<file path="src/sqlss_pkg.sv">
// ----------------------------------------------------------------------------
// sqlss_pkg
// Shared character codes, result kinds and the per-byte result bundle of the
// SQL statement splitter.
// ----------------------------------------------------------------------------
`default_nettype none

package sqlss_pkg;

	localparam logic [7:0] CH_BACKSLASH = 8'h5C;
	localparam logic [7:0] CH_SEMICOLON = 8'h3B;
	localparam logic [7:0] CH_SPACE     = 8'h20;
	localparam logic [7:0] CH_TAB       = 8'h09;
	localparam logic [7:0] CH_CR        = 8'h0D;
	localparam logic [7:0] CH_LF        = 8'h0A;
	localparam logic [7:0] CH_DQUOTE    = 8'h22;
	localparam logic [7:0] CH_SQUOTE    = 8'h27;

	localparam logic KIND_CHAR = 1'b0;
	localparam logic KIND_END  = 1'b1;

	// Slot positions inside one bundle, in emission order.
	localparam int SLOT_SPACE = 0;
	localparam int SLOT_MAIN  = 1;
	localparam int SLOT_END   = 2;
	localparam int NUM_SLOTS  = 3;

	// Everything one input byte produces: an optional held space, an optional
	// character or marker, and an optional end-of-input marker.
	typedef struct packed {
		logic       has_space;
		logic       has_main;
		logic       main_kind;
		logic [7:0] main_byte;
		logic       has_end;
	} bundle_t;

endpackage

`default_nettype wire

</file>
<file path="src/sqlss_if.sv">
// ----------------------------------------------------------------------------
// sqlss_if
// Valid/ready channels of the splitter: query bytes in, statement items out.
// ----------------------------------------------------------------------------
`default_nettype none

interface sqlss_in_if;
	logic       valid;
	logic       ready;
	logic [7:0] text_byte;
	logic       end_of_query;

	modport source (output valid, output text_byte, output end_of_query, input ready);
	modport sink   (input valid, input text_byte, input end_of_query, output ready);
endinterface

interface sqlss_out_if;
	logic       valid;
	logic       ready;
	logic       item_kind;
	logic [7:0] out_byte;
	logic       last_result;

	modport source (output valid, output item_kind, output out_byte, output last_result,
		input ready);
	modport sink   (input valid, input item_kind, input out_byte, input last_result,
		output ready);
endinterface

`default_nettype wire

</file>
<file path="src/sqlss_front.sv">
// ----------------------------------------------------------------------------
// sqlss_front
// Accepts query bytes, tracks quoting and whitespace state, and builds the
// bundle of results that each byte causes.
// ----------------------------------------------------------------------------
`default_nettype none

module sqlss_front
	import sqlss_pkg::*;
(
	input  wire logic     clk,
	input  wire logic     arst_n,
	sqlss_in_if.sink      query,
	input  wire logic     queue_full,
	output logic          push,
	output bundle_t       push_data
);

	logic inside_quote_q, quote_is_double_q, escape_active_q;
	logic space_pending_q, statement_nonempty_q;
	logic inside_quote_n, quote_is_double_n, escape_active_n;
	logic space_pending_n, statement_nonempty_n;
	logic       accept;
	logic [7:0] c;
	logic       is_blank;
	logic [7:0] close_quote;
	bundle_t    bundle;

	assign query.ready = !queue_full;
	assign accept      = query.valid && query.ready;
	assign c           = query.text_byte;
	assign is_blank    = (c == CH_SPACE) || (c == CH_TAB) || (c == CH_CR) || (c == CH_LF);
	assign close_quote = quote_is_double_q ? CH_DQUOTE : CH_SQUOTE;

	always_comb begin
		inside_quote_n       = inside_quote_q;
		quote_is_double_n    = quote_is_double_q;
		escape_active_n      = escape_active_q;
		space_pending_n      = space_pending_q;
		statement_nonempty_n = statement_nonempty_q;
		bundle               = '0;

		if (inside_quote_q) begin
			bundle.has_main  = 1'b1;
			bundle.main_kind = KIND_CHAR;
			bundle.main_byte = c;
			if (c == CH_BACKSLASH) begin
				escape_active_n = !escape_active_q;
			end else begin
				if (!escape_active_q && c == close_quote) begin
					inside_quote_n = 1'b0;
				end
				escape_active_n = 1'b0;
			end
		end else if (is_blank) begin
			if (statement_nonempty_q) begin
				space_pending_n = 1'b1;
			end
		end else if (c == CH_SEMICOLON) begin
			space_pending_n = 1'b0;
			if (statement_nonempty_q) begin
				bundle.has_main  = 1'b1;
				bundle.main_kind = KIND_END;
			end
			statement_nonempty_n = 1'b0;
		end else begin
			bundle.has_space     = space_pending_q;
			space_pending_n      = 1'b0;
			bundle.has_main      = 1'b1;
			bundle.main_kind     = KIND_CHAR;
			bundle.main_byte     = c;
			statement_nonempty_n = 1'b1;
			if (c == CH_DQUOTE || c == CH_SQUOTE) begin
				inside_quote_n    = 1'b1;
				quote_is_double_n = (c == CH_DQUOTE);
				escape_active_n   = 1'b0;
			end
		end

		// End of input closes any open statement and returns to the reset state.
		if (query.end_of_query) begin
			bundle.has_end       = statement_nonempty_n;
			inside_quote_n       = 1'b0;
			quote_is_double_n    = 1'b0;
			escape_active_n      = 1'b0;
			space_pending_n      = 1'b0;
			statement_nonempty_n = 1'b0;
		end
	end

	assign push      = accept && (bundle.has_space || bundle.has_main || bundle.has_end);
	assign push_data = bundle;

	always_ff @(posedge clk or negedge arst_n) begin
		if (!arst_n) begin
			inside_quote_q       <= 1'b0;
			quote_is_double_q    <= 1'b0;
			escape_active_q      <= 1'b0;
			space_pending_q      <= 1'b0;
			statement_nonempty_q <= 1'b0;
		end else if (accept) begin
			inside_quote_q       <= inside_quote_n;
			quote_is_double_q    <= quote_is_double_n;
			escape_active_q      <= escape_active_n;
			space_pending_q      <= space_pending_n;
			statement_nonempty_q <= statement_nonempty_n;
		end
	end

endmodule

`default_nettype wire

</file>
<file path="src/sqlss_queue.sv">
// ----------------------------------------------------------------------------
// sqlss_queue
// Short FIFO of result bundles between the front and the back.
// ----------------------------------------------------------------------------
`default_nettype none

module sqlss_queue
	import sqlss_pkg::*;
#(
	parameter int DEPTH = 2
) (
	input  wire logic     clk,
	input  wire logic     arst_n,
	input  wire logic     push,
	input  wire bundle_t  push_data,
	input  wire logic     pop,
	output bundle_t       head,
	output logic          empty,
	output logic          full
);

	localparam int PTR_W = (DEPTH > 1) ? $clog2(DEPTH) : 1;
	localparam int CNT_W = $clog2(DEPTH + 1);

	bundle_t            entries_q [DEPTH];
	logic [PTR_W-1:0]   wr_ptr_q, rd_ptr_q;
	logic [CNT_W-1:0]   count_q;
	logic               do_push, do_pop;

	assign empty   = (count_q == '0);
	assign full    = (count_q == CNT_W'(DEPTH));
	assign head    = entries_q[rd_ptr_q];
	assign do_push = push && !full;
	assign do_pop  = pop && !empty;

	always_ff @(posedge clk) begin
		if (do_push) begin
			entries_q[wr_ptr_q] <= push_data;
		end
	end

	always_ff @(posedge clk or negedge arst_n) begin
		if (!arst_n) begin
			wr_ptr_q <= '0;
			rd_ptr_q <= '0;
			count_q  <= '0;
		end else begin
			if (do_push) begin
				wr_ptr_q <= (wr_ptr_q == PTR_W'(DEPTH - 1)) ? '0 : wr_ptr_q + PTR_W'(1);
			end
			if (do_pop) begin
				rd_ptr_q <= (rd_ptr_q == PTR_W'(DEPTH - 1)) ? '0 : rd_ptr_q + PTR_W'(1);
			end
			if (do_push && !do_pop) begin
				count_q <= count_q + CNT_W'(1);
			end else if (do_pop && !do_push) begin
				count_q <= count_q - CNT_W'(1);
			end
		end
	end

endmodule

`default_nettype wire

</file>
<file path="src/sqlss_back.sv">
// ----------------------------------------------------------------------------
// sqlss_back
// Unpacks the bundle at the head of the queue into single result items, one
// per output request.
// ----------------------------------------------------------------------------
`default_nettype none

module sqlss_back
	import sqlss_pkg::*;
(
	input  wire logic     clk,
	input  wire logic     arst_n,
	input  wire bundle_t  head,
	input  wire logic     head_valid,
	output logic          pop,
	sqlss_out_if.source   result
);

	logic [NUM_SLOTS-1:0] sent_q;
	logic [NUM_SLOTS-1:0] present, pending, pick, rest;
	logic                 take;

	assign present[SLOT_SPACE] = head.has_space;
	assign present[SLOT_MAIN]  = head.has_main;
	assign present[SLOT_END]   = head.has_end;
	assign pending = present & ~sent_q;
	// Lowest pending slot goes first.
	assign pick    = pending & (~pending + NUM_SLOTS'(1));
	assign rest    = pending & ~pick;

	always_comb begin
		result.item_kind = KIND_CHAR;
		result.out_byte  = 8'h00;
		if (pick[SLOT_SPACE]) begin
			result.out_byte = CH_SPACE;
		end else if (pick[SLOT_MAIN]) begin
			result.item_kind = head.main_kind;
			result.out_byte  = head.main_byte;
		end else begin
			result.item_kind = KIND_END;
		end
	end

	assign result.valid       = head_valid && (pending != '0);
	assign result.last_result = (rest == '0);
	assign take               = result.valid && result.ready;
	assign pop                = take && (rest == '0);

	always_ff @(posedge clk or negedge arst_n) begin
		if (!arst_n) begin
			sent_q <= '0;
		end else if (take) begin
			sent_q <= (rest == '0) ? '0 : (sent_q | pick);
		end
	end

endmodule

`default_nettype wire

</file>
<file path="src/sql_statement_splitter.sv">
// ----------------------------------------------------------------------------
// sql_statement_splitter
// Splits query text into statements at unquoted semicolons.
// ----------------------------------------------------------------------------
// A query byte is taken in every cycle in which the bundle queue has room,
// and its results are registered in the queue and then leave one per cycle
// while the output is ready. Each byte causes zero to three results (a held
// space, the byte or a statement marker, and a final marker at end of query),
// so while the output is ready the sustained input rate is one byte per cycle
// as long as bytes average one result or less, and otherwise follows the
// output side at one result per cycle. QUEUE_DEPTH sets how many bytes' worth
// of results can wait between the two sides.
`default_nettype none

module sql_statement_splitter
	import sqlss_pkg::*;
#(
	parameter int QUEUE_DEPTH = 2
) (
	input  wire logic   clk,
	input  wire logic   arst_n,
	sqlss_in_if.sink    query,
	sqlss_out_if.source result
);

	logic    push, pop, empty, full;
	bundle_t push_data, head;

	sqlss_front u_front (
		.clk        (clk),
		.arst_n     (arst_n),
		.query      (query),
		.queue_full (full),
		.push       (push),
		.push_data  (push_data)
	);

	sqlss_queue #(
		.DEPTH (QUEUE_DEPTH)
	) u_queue (
		.clk       (clk),
		.arst_n    (arst_n),
		.push      (push),
		.push_data (push_data),
		.pop       (pop),
		.head      (head),
		.empty     (empty),
		.full      (full)
	);

	sqlss_back u_back (
		.clk        (clk),
		.arst_n     (arst_n),
		.head       (head),
		.head_valid (!empty),
		.pop        (pop),
		.result     (result)
	);

endmodule

`default_nettype wire
</file>
<file path="src/flat_wrapper.sv">
// flat-port wrapper written by rule: the top's interface ports become plain ports
module sql_statement_splitter_flat import sqlss_pkg::*;
#(
	parameter int QUEUE_DEPTH = 2
)
  (clk, arst_n, query_valid, query_text_byte, query_end_of_query, query_ready, result_valid, result_item_kind, result_out_byte, result_last_result, result_ready);
  sqlss_in_if query_i ();
  sqlss_out_if result_i ();
  input  wire logic clk;
  input  wire logic arst_n;
  input wire logic [$bits(query_i.valid)-1:0] query_valid;
  input wire logic [$bits(query_i.text_byte)-1:0] query_text_byte;
  input wire logic [$bits(query_i.end_of_query)-1:0] query_end_of_query;
  output wire logic [$bits(query_i.ready)-1:0] query_ready;
  output wire logic [$bits(result_i.valid)-1:0] result_valid;
  output wire logic [$bits(result_i.item_kind)-1:0] result_item_kind;
  output wire logic [$bits(result_i.out_byte)-1:0] result_out_byte;
  output wire logic [$bits(result_i.last_result)-1:0] result_last_result;
  input wire logic [$bits(result_i.ready)-1:0] result_ready;
  assign query_i.valid = query_valid;
  assign query_i.text_byte = query_text_byte;
  assign query_i.end_of_query = query_end_of_query;
  assign query_ready = query_i.ready;
  assign result_valid = result_i.valid;
  assign result_item_kind = result_i.item_kind;
  assign result_out_byte = result_i.out_byte;
  assign result_last_result = result_i.last_result;
  assign result_i.ready = result_ready;
  sql_statement_splitter #(.QUEUE_DEPTH(QUEUE_DEPTH)) u_core (.clk(clk), .arst_n(arst_n), .query(query_i), .result(result_i));
endmodule
</file>
<file path="config.mk">
export PLATFORM = sky130hd
export DESIGN_NAME = sql_statement_splitter_flat
export DESIGN_NICKNAME = d
export VERILOG_FILES = /design/src/sqlss_pkg.sv /design/src/sqlss_if.sv /design/src/sqlss_front.sv /design/src/sqlss_queue.sv /design/src/sqlss_back.sv /design/src/sql_statement_splitter.sv /design/src/flat_wrapper.sv
export SDC_FILE = /design/constraint.sdc
export NUM_CORES = 1
export LEC_CHECK = 0
export CELL_PAD_IN_SITES_DETAIL_PLACEMENT = 0
export CELL_PAD_IN_SITES_GLOBAL_PLACEMENT = 2
export CORE_UTILIZATION = 41
export DETAILED_ROUTE_END_ITERATION = 8
export DONT_BUFFER_PORTS = 1
export PLACE_DENSITY_LB_ADDON = 0.1
export SLEW_MARGIN = 40
export SYNTH_ARGS = -nofsm -noshare
export SYNTH_HDL_FRONTEND = slang
export SYNTH_SLANG_ARGS = --single-unit
export TNS_END_PERCENT = 5
</file>
<file path="constraint.sdc">
create_clock -name clk -period 2.8 [get_ports clk]
set_input_delay 0.28 -clock clk [delete_from_list [all_inputs] [get_ports clk]]
set_output_delay 0.28 -clock clk [all_outputs]
set_load 0.005 [all_outputs]
</file>
==> reports/qor.yml, run 1 <==
drc: 0
synth-edff-count: 24
setup_slack_ps: 626
via_per_inst: 5.67
final_layout_size_suffix_gt1_share_pct: 9.32
ir_drop_uv: 353
slew_headroom_pct: 59.2
synth_flop_cell: "edfxtp_1"
min_period_ps: 2170
numCtsBuffers: 5
cp-end-kind: "flop"
yosys-top-cells-area: "edfxtp_1 40%, dfrtp_1 17%, mux2i_1 7.7%, nor2_1 3.7%, xor2_1 2.4%"
grt_max_degree: 13
setup_viol: 0
synth_area_mm2: 0.00182
fp.dieW_um: 68.5
clock_path_buffers: 2
p_leak_uw: 0.000747
powerDensity_mw_per_mm2: 942
synthToLayoutAreaGrowth_pct: 8.96
place_ws_ps: 561
synth_top_cells_by_count: "24 x edfxtp_1, 18 x nor2_1, 14 x mux2i_1, 12 x dfrtp_1, 9 x nand2_1"
worstSetupStartpointType: "flop"
synth_top_area_share_pct: 39.7
initial_core_util_pct: 44.1
yosysTopAreaCell: "edfxtp_1"
post_cts_resized: 0
cts.htree.levels: 2
synthMostInstantiatedCell: "edfxtp_1"
hold_class: "in2reg"
worstMarginPinSlew_ps: 608
rsz0062_at_grt: "no"
via_count: 1197
drt_pre_antenna_iters: 4
worstPathArrival_ps: 2330
clock_skew_ps: 6.82
worstPathMaxFanout: 6
async_flop_share_pct: 33.3
overflow: 0
dpl-instance-area_mm2: 0.00186
cts_sinks: 36
routabilityCongestion: 0.716
wl_per_cell_um: 16.0
die-area_mm2: 0.00470
stdcell_count: 211
synth_nets: 171
grt_pass1_vias: 1138
cts_tree: "done"
fp-row-count: 23
stdcell_area_mm2: 0.00198
fin_util_pct: 48.1
fin_setup_tns_ps: 0
antenna_found_initial: 0
wirelength_um: 3380
clk_pin_slew_ps: 70
netlist_instances: 157
hold_viol_final: 0
track_usage_pct: 16.1
hpwlAfterDp_um: 2520
critical_path_class: "reg2reg"
clk_latency_ps: 280
io_buffer_count: 0
root_buffer: "clkbuf_8"
synth.distinct_cells: 46
fin_nets: 174
timing.final.crit_share_pct: 77.6
ys_seq_elements: 36
cp.required_ps: 2960
yosys_warnings: 0
fp.dieH_um: 68.5
drv_slew: 0
antenna_cells: 0
dp_cells: 202
ant_nets: 0
core_mm2: 0.00412
run_status: "complete, no violations"
drv_cap: 0
synth-seq-area-share_pct: 56.2
drt_iter0_drc: 73
fmax_ghz: 0.460
io_pins: 25
grt_first_pass_wirelength_um: 5400
synth.avg_cell_area_um2: 11.6
[through the flow]
stage	hold slack (ps)	power, uW
5_1_grt	81.1	2000
6_report	94.7	1860
3_3_place_gp	-15.3	1420
4_1_cts	89.0	1890
3_5_place_dp	-15.1	1440
2_1_floorplan	-15.6	1300
[cell type report]
type	count	area, um2
tap	50	62.6
multi-input combinational	109	743
fill	388	2140
timing repair buffer	3	25.0
sequential	36	1020
inverter	5	18.8
clock inverter	2	35.0
clock buffer	6	72.6
[cells by family after synthesis]
group / share of synthesized area (%)
and+or+nand+nor: 16.9
DFF: 56.2
AOI/OAI and AO/OA: 12.1
muxes: 7.72
buffers and inverters: 2.96
xor gates and xnor gates: 3.38
adders and majority gates: 0.689
[cell usage in the layout (no fill, tap or decap), drive strengths merged, types with 3 or more instances in the layout]
cell type	n
edfxtp	24
nor2b	6
dfrtp	12
inv	5
a21oi	6
nand2b	3
mux2i	14
a31oi	3
clkbuf	6
or3	3
xor2	5
nor2	18
o21ai	6
nand2	9
[registers in the layout, summed over array words and instances (netlist names)]
| register | cells |
|---|---|
| u_core.u_front.inside_quote_q | 1 |
| u_core.u_queue.count_q | 2 |
| u_core.u_queue.entries_q | 24 |
| u_core.u_front.statement_nonempty_q | 1 |
| u_core.u_front.escape_active_q | 1 |
| u_core.u_queue.rd_ptr_q | 1 |
| u_core.u_queue.wr_ptr_q | 1 |
| u_core.u_back.sent_q | 3 |
| u_core.u_front.space_pending_q | 1 |
| u_core.u_front.quote_is_double_q | 1 |
[worst paths after layout]
check | startpoint | endpoint | slack [ps] | depth (start not counted)
worst min-delay path | query_text_byte[7] | u_core.u_queue.entries_q[0][8]$_DFFE_PP_ | 90 | 0
worst min register to register | u_core.u_queue.wr_ptr_q$_DFFE_PN0P_ | u_core.u_queue.wr_ptr_q$_DFFE_PN0P_ | 510 | 1
worst max-delay path | u_core.u_queue.rd_ptr_q$_DFFE_PN0P_ | u_core.u_queue.count_q[1]$_DFFE_PN0P_ | 630 | 8
max in group asynchronous | arst_n | u_core.u_queue.wr_ptr_q$_DFFE_PN0P_ | 1980 | 1
worst max register to register | u_core.u_queue.rd_ptr_q$_DFFE_PN0P_ | u_core.u_queue.count_q[1]$_DFFE_PN0P_ | 630 | 8
min in group asynchronous | arst_n | u_core.u_front.escape_active_q$_DFFE_PN0P_ | 440 | 1
[report_power, final]
| part | internal, uW | total [uW] | switching [uW] |
|---|---|---|---|
| logic | 249 | 595 | 346 |
| clock network | 264 | 437 | 172 |
| registers | 726 | 832 | 106 |
| total | 1240 | 1860 | 624 |
[repair_timing]
action / 4_1_cts / 5_1_grt
setup buffers: 0 / 0
hold buffers: 1 / 0
endpoints found under the hold margin: 12 / 0
[worst max-delay path: stages, from the launching register on]
cell	delay, ps
dfrtp_1	530
mux2i_1	360
nor2_1	130
xor2_1	200
o211ai_1	280
ha_1	220
xor2_1	150
nor2_1	60
xor2_1	140
[per-layer routing]
layer | wire, um | global-route usage (%) | vias up | share of wire (%)
met3 | 144 | 3.78 | 2 | 4.3
met2 | 1620 | 25.9 | 24 | 48
met1 | 1600 | 21.7 | 580 | 47
met5 | 0 | 0 | - | 0
met4 | 19 | 4.69 | 0 | 0.56
li1 | - | - | 591 | -
Note: power is estimated with default switching activity, not from simulation.
==> run 2, diff against run 1 <==
--- a/config.mk
+++ b/config.mk
@@ -5,9 +5,10 @@
 export SDC_FILE = /design/constraint.sdc
 export NUM_CORES = 1
 export LEC_CHECK = 0
+export ABC_AREA = 1
 export CELL_PAD_IN_SITES_DETAIL_PLACEMENT = 0
 export CELL_PAD_IN_SITES_GLOBAL_PLACEMENT = 2
-export CORE_UTILIZATION = 41
+export CORE_UTILIZATION = 34
 export DETAILED_ROUTE_END_ITERATION = 8
 export DONT_BUFFER_PORTS = 1
 export PLACE_DENSITY_LB_ADDON = 0.1
==> constraint.sdc (replaced) <==
create_clock -name clk -period 1.9 [get_ports clk]
set_input_delay 0.19 -clock clk [delete_from_list [all_inputs] [get_ports clk]]
set_output_delay 0.19 -clock clk [all_outputs]
set_load 0.005 [all_outputs]
==> run 2 against run 1 <==
Against the previous run:
- synthesized area is 0.96% higher
- non-clock buffer count is 22 higher
- design area is 15% higher
==> reports/qor.yml, run 2 <==
p_leak_uw: 0.000999
run_status: "complete, no violations"
yosys-top-cells-area: "edfxtp_1 39%, dfrtp_1 16%, nand2_1 10%, inv_1 5.1%, nor2_1 4.5%"
yosysTopAreaCell: "edfxtp_1"
synth_area_mm2: 0.00183
synth_top_area_share_pct: 39.3
drv_cap: 0
place_ws_ps: -116
ant_nets: 0
numCtsBuffers: 5
synth-seq-area-share_pct: 55.7
multi_input_area_um2: 716
sequentialPowerShare_pct: 35.5
timing.final.crit_share_pct: 97.0
clk_pin_slew_ps: 70
largest_register: "u_core.u_queue.entries_q"
wl_per_cell_um: 12.6
p_sw_uw: 1230
synthMostInstantiatedCell: "nand2_1"
min_period_ps: 1840
clock_skew_ps: 5.50
critical_path_class: "reg2reg"
setup_viol: 0
worstMarginPinSlew_ps: 612
slew_headroom_pct: 59.1
async_flop_share_pct: 33.3
grt_max_degree: 13
setup_slack_ps: 56.3
grt_pass1_vias: 1324
synth.distinct_cells: 32
overflow: 0
drt_iter0_drc: 52
grt_first_pass_wirelength_um: 5950
largest_reg_flops: 24
drv_slew: 0
track_usage_pct: 14.5
worstPathArrival_ps: 2020
worstPathMaxFanout: 5
cp.required_ps: 2070
crit_chain: "buf_4 -> nor2_4 -> nor2_4 -> o21ai_2 -> nand3_2 -> o21ai_4 -> nor2_4 -> nand2_4 -> ha_4 -> a21oi_1 -> o21ai_1 -> xnor2_1"
intPower_uw: 2130
hpwlAfterDp_um: 2880
crit_path_frequent_cell: "nor2_4"
synthToLayoutAreaGrowth_pct: 24.6
fp-row-count: 26
fp.dieH_um: 75.4
fin_util_pct: 44.4
wirelength_um: 3780
rsz0062_at_grt: "yes"
final_layout_size_suffix_gt1_share_pct: 26.1
hold_class: "in2reg"
synth_top_cells_by_count: "51 x nand2_1, 25 x inv_1, 24 x edfxtp_1, 22 x nor2_1"
drc: 0
cp-end-kind: "flop"
fmax_ghz: 0.542
largestRegisters: "u_core.u_queue.entries_q: 24 flops, u_core.u_back.sent_q: 3 flops, u_core.u_queue.count_q: 2 flops"
synth-edff-count: 24
clk_latency_ps: 280
yosys_warnings: 0
initial_core_util_pct: 35.7
drt_pre_antenna_iters: 2
routabilityCongestion: 0.766
fillCellCount: 515
final_common_cell: "nand2_1"
clock_path_buffers: 2
synth_flop_cell: "edfxtp_1"
netlist_instances: 201
cts_sinks: 36
io_buffer_count: 0
synth.avg_cell_area_um2: 9.12
ys_seq_elements: 36
swShare_pct: 36.6
die-area_mm2: 0.00569
antenna_found_initial: 0
ir_drop_uv: 486
root_buffer: "clkbuf_8"
hold_viol_final: 0
core_mm2: 0.00514
clockPowerShare_pct: 19.6
via_count: 1353
via_per_inst: 4.51
io_pins: 25
max_stage_delay_ps: 460
worstSetupStartpointType: "flop"
antenna_cells: 0
critPathSlowestCell: "dfrtp_2"
powerDensity_mw_per_mm2: 1470
cts.htree.levels: 2
final-seq-area_mm2: 0.00102
cts_tree: "done"
final_cell_mix: "49 x nand2_1, 24 x inv_1, 24 x edfxtp_1"
synth_nets: 215
comb_power_share_pct: 44.9
fin_nets: 243
fp.dieW_um: 75.4
## run 2: changes by cell type in the layout (fill, tap and decap cells not counted), sizes merged, moves of 4 or more
| cell | change |
|---|---|
| nand3 | +9 |
| nor2 | +9 |
| xor2 | -4 |
| inv | +27 |
| mux2i | -13 |
| a21oi | +8 |
| nor2b | -6 |
| nand2 | +44 |
| o21ai | +4 |
| buf | +20 |
## run 2: cells by family after synthesis
family / after synthesis / synth area share, %
compound gates: 30 / 10.6
xor+xnor: 3 / 1.84
fa+ha+maj: 1 / 0.682
buf+inv: 37 / 8.40
flops: 36 / 55.7
mux: 1 / 0.546
simple gates: 93 / 22.2
## run 2: stage by stage
stage	cell area [um2]	std cells	power, uW	TNS, ps	hold WS, ps
after floorplan	1840	201	2070	0	-106
after global placement	2050	285	2490	-99.7	-105
after detailed placement	2050	285	2520	-116	-105
after CTS	2200	296	3230	-5.46	96.3
after global routing	2280	300	3610	-78.7	107
final	2280	300	3360	0	99.5
## run 2: critical path: cells and delay by family, from the launching register on
family | cells | cell delay (ps)
flip-flops | 1 | 460
AND/OR/NAND/NOR | 5 | 430
XOR/XNOR | 1 | 130
buffers and inverters | 1 | 160
adder cells (fa/ha/maj) | 1 | 190
AO/OA/AOI/OAI | 4 | 370
## run 2: cell type report
type | count | area share, %
well taps | 70 | 3.84
flip-flops and latches | 36 | 44.8
repair buffers | 25 | 9.64
clock inverters | 3 | 1.86
multi-input cells | 128 | 31.3
clock buffers | 5 | 3.01
inverters | 33 | 5.53
## run 2: path summary, 6_finish.rpt
check / startpoint / end / slack [ps] / depth (start not counted)
hold reg to reg: u_core.u_queue.wr_ptr_q$_DFFE_PN0P_ / u_core.u_queue.wr_ptr_q$_DFFE_PN0P_ / 480 / 2
hold / removal: query_text_byte[3] / u_core.u_front.escape_active_q$_DFFE_PN0P_ / 100 / 2
setup / recovery: u_core.u_queue.rd_ptr_q$_DFFE_PN0P_ / u_core.u_queue.count_q[1]$_DFFE_PN0P_ / 60 / 12
max in group asynchronous: arst_n / u_core.u_queue.rd_ptr_q$_DFFE_PN0P_ / 1110 / 1
setup reg to reg: u_core.u_queue.rd_ptr_q$_DFFE_PN0P_ / u_core.u_queue.count_q[1]$_DFFE_PN0P_ / 60 / 12
min in group asynchronous: arst_n / u_core.u_queue.wr_ptr_q$_DFFE_PN0P_ / 350 / 1
## run 2: timing repair
| item | in CTS | in global routing |
|---|---|---|
| gates resized for setup | 5 | 9 |
| hold buffers | 3 | 0 |
| endpoints found under the hold margin | 16 | 0 |
| setup endpoints to repair | 8 | 9 |
| setup buffers | 0 | 4 |
| pin swaps | 0 | 4 |
## run 2: layer usage
metal / GRT usage [%] / vias to the layer above / part of all wire (%)
met5: 0 / - / 0
met4: 7.41 / 0 / 1.7
met3: 3.04 / 8 / 2.8
met2: 23.2 / 15 / 46
met1: 18.7 / 624 / 49
li1: - / 706 / -
## run 2: power by group through the flow
stage | logic [uW] | registers (uW) | clock network, uW
final | 1510 | 1200 | 658
after global routing | 1680 | 1220 | 711
after CTS | 1360 | 1190 | 683
after detailed placement | 1320 | 1200 | 0
after global placement | 1300 | 1190 | 0
after floorplan | 906 | 1170 | 0
==> run 3, diff against run 2 <==
--- a/config.mk
+++ b/config.mk
@@ -8,12 +8,13 @@
 export ABC_AREA = 1
 export CELL_PAD_IN_SITES_DETAIL_PLACEMENT = 0
 export CELL_PAD_IN_SITES_GLOBAL_PLACEMENT = 2
-export CORE_UTILIZATION = 34
+export CORE_UTILIZATION = 33
 export DETAILED_ROUTE_END_ITERATION = 8
 export DONT_BUFFER_PORTS = 1
 export PLACE_DENSITY_LB_ADDON = 0.1
 export SLEW_MARGIN = 40
 export SYNTH_ARGS = -nofsm -noshare
 export SYNTH_HDL_FRONTEND = slang
+export SYNTH_HIERARCHICAL = 1
 export SYNTH_SLANG_ARGS = --single-unit
 export TNS_END_PERCENT = 5
==> run 3 against run 2 <==
Against the previous run:
- first-iteration DRC count unchanged
- synthesized area rose by 9.2%
- count of clock-buffer cells in the layout is the same
- combinational power grew 3%
- synthesized cell count rose by 24%
- worst setup slack better by 56 ps
- highest routed layer unchanged
==> reports/qor.yml, run 3 <==
synthMostInstantiatedCell: "nand2_1"
synthToLayoutAreaGrowth_pct: 21.6
final_layout_size_suffix_gt1_share_pct: 25.6
run_status: "complete, no violations"
worstMarginPinSlew_ps: 606
rsz0062_at_grt: "yes"
crit_family: "simple AND/OR/NAND/NOR gates"
hpwlAfterDp_um: 3130
powerDensity_mw_per_mm2: 1520
max_stage_delay_ps: 420
initial_core_util_pct: 34.0
ant_nets: 0
worstSetupStartpointType: "flop"
synth_top_area_share_pct: 36.0
synth-edff-count: 24
synth-seq-area-share_pct: 51.0
fp.dieH_um: 79.9
grt_pass1_vias: 1479
critPathSlowestCell: "dfrtp_1"
cts_tree: "done"
synthMuxAreaShare_pct: 0
timing.final.crit_share_pct: 94.1
drc: 0
fmax_ghz: 0.559
hold_class: "in2reg"
setup_viol: 0
io_buffer_count: 0
fin_setup_tns_ps: 0
dpl-instance-area_mm2: 0.00220
min_period_ps: 1790
wl_per_cell_um: 11.6
synth.avg_cell_area_um2: 8.04
antenna_cells: 0
cp.required_ps: 2080
place_ws_ps: -26.5
synth_top_family_by_area: "simple AND/OR/NAND/NOR gates"
io_pins: 25
core_mm2: 0.00589
synth_nets: 263
routabilityCongestion: 0.697
wirelength_um: 3990
drt_iter0_drc: 52
clockPowerShare_pct: 25.1
synth_area_mm2: 0.00200
stdcell_count: 345
die-area_mm2: 0.00638
dp_cells: 334
largest_reg_flops: 24
fin_nets: 283
via_per_inst: 4.33
fp.dieW_um: 79.9
clock_skew_ps: 2.42
swShare_pct: 36.7
final_common_cell: "nand2_1"
worstPathMaxFanout: 6
worstPathArrival_ps: 1960
synth_top_cells_by_count: "76 x nand2_1, 38 x inv_1, 27 x nor2_1, 24 x edfxtp_1, 12 x dfrtp_1"
final_cell_mix: "74 x nand2_1, 37 x inv_1, 24 x edfxtp_1"
grt_max_degree: 13
antenna_found_initial: 0
sequentialPowerShare_pct: 32.7
stdcell_area_mm2: 0.00243
track_usage_pct: 14.3
cp-end-kind: "flop"
drt_pre_antenna_iters: 4
clk_pin_slew_ps: 70
yosys-top-cells-area: "edfxtp_1 36%, dfrtp_1 15%, nand2_1 14%, inv_1 7.1%, nor2_1 5.1%"
p_sw_uw: 1350
root_buffer: "clkbuf_8"
cts_sinks: 36
p_leak_uw: 0.00115
synth_compound_area_share_pct: 3.94
fillCellCount: 622
grt_first_pass_wirelength_um: 6850
clk_latency_ps: 280
yosysTopAreaCell: "edfxtp_1"
via_count: 1494
synth_flop_cell: "edfxtp_1"
fin_util_pct: 41.4
clock_path_buffers: 2
async_flop_share_pct: 33.3
numCtsBuffers: 5
fp-row-count: 28
synthAdderAreaFrac_pct: 0.625
ys_seq_elements: 36
hold_viol_final: 0
critPathBufInv: 3
slew_headroom_pct: 59.5
drv_slew: 0
largest_register: "u_core/u_queue/entries_q"
synth-simple-area-share_pct: 34.1
drv_cap: 0
critical_path_class: "reg2reg"
crit_chain: "inv_2 -> nand4_1 -> nand2_2 -> nand2_2 -> a21oi_2 -> inv_1 -> nor2_4 -> ha_4 -> inv_1 -> nand3_1 -> nand2_1 -> nand2_1"
overflow: 0
yosys_warnings: 6
netlist_instances: 249
setup_slack_ps: 112
intPower_uw: 2340
cts.htree.levels: 2
synthXorXnorAreaFrac_pct: 0.437
largestRegisters: "u_core/u_queue/entries_q: 24 flops, u_core/u_back/sent_q: 3 flops, u_core/u_queue/count_q: 2 flops"
ir_drop_uv: 468
final-seq-area_mm2: 0.00102
multi_input_area_um2: 825
synth.distinct_cells: 25
comb_power_share_pct: 42.1
==> run 3: cell count changes after synthesis, moves of 4 or more <==
| cell | previous run | this run |
|---|---|---|
| nand2_1 | 51 | 76 |
| inv_1 | 25 | 38 |
| a21oi_1 | 12 | 2 |
| nand2_2 | 1 | 11 |
| nor2_1 | 22 | 27 |
| nand3_2 | 1 | 5 |
| o21ai_2 | 4 | 0 |
==> run 3: worst min-delay path: stages <==
cell     delay (ps)
nand4_1          70
nand2_1          50
inv_1            40
==> run 3: cell type report <==
class | instances | area share, %
tap | 75 | 3.85
inverter | 48 | 7.71
clock buffer | 5 | 2.83
clock inverter | 3 | 3.70
sequential | 36 | 42.0
multi-input combinational | 161 | 33.9
timing repair buffer | 17 | 6.06
==> run 3: path summary, 6_finish.rpt <==
path	startpoint	to	slack, ps	cells after the start
max reg2reg	u_core/u_front/inside_quote_q$_DFFE_PN0P_	u_core/u_queue/count_q[1]$_DFFE_PN0P_	110	12
min in group asynchronous	arst_n	u_core/u_queue/count_q[0]$_DFFE_PN0P_	360	1
min reg2reg	u_core/u_back/sent_q[2]$_DFFE_PN0P_	u_core/u_back/sent_q[2]$_DFFE_PN0P_	470	2
min	result_ready	u_core/u_back/sent_q[2]$_DFFE_PN0P_	100	3
max	u_core/u_front/inside_quote_q$_DFFE_PN0P_	u_core/u_queue/count_q[1]$_DFFE_PN0P_	110	12
max in group asynchronous	arst_n	u_core/u_queue/rd_ptr_q$_DFFE_PN0P_	1120	1
==> run 3: metrics by stage <==
stage                     total power (uW)  hold slack, ps
after floorplan                       2250            -106
after global placement                2690            -105
after detailed placement              2680            -105
after CTS                             3650            92.6
after global routing                  4010            88.2
final                                 3690            99.4
==> run 3: logic make-up after synthesis <==
| group | Yosys count |
|---|---|
| compound gates | 13 |
| xor+xnor | 1 |
| fa+ha+maj | 1 |
| buf+inv | 52 |
| flops | 36 |
| simple gates | 146 |
==> run 3: timing repair <==
item / in CTS / in global routing
buffers inserted: 0 / 0
pin swaps: 2 / 1
hold buffers: 3 / 0
setup endpoints to repair: 13 / 21
hold endpoints to repair: 16 / 0
resized for setup: 4 / 12
==> run 3: metal layers <==
metal  wire length [um]  GRT usage [%]
met5                  0              0
met4                 44           4.82
met3                105           3.31
met2               1890           24.3
met1               1950           17.7
==> run 3: power by group through the flow <==
stage	Clock [uW]	Combinational, uW	Sequential, uW
after detailed placement	0	1470	1210
after global placement	0	1480	1210
after floorplan	0	1050	1200
final	928	1550	1210
after CTS	948	1500	1210
after global routing	981	1800	1230
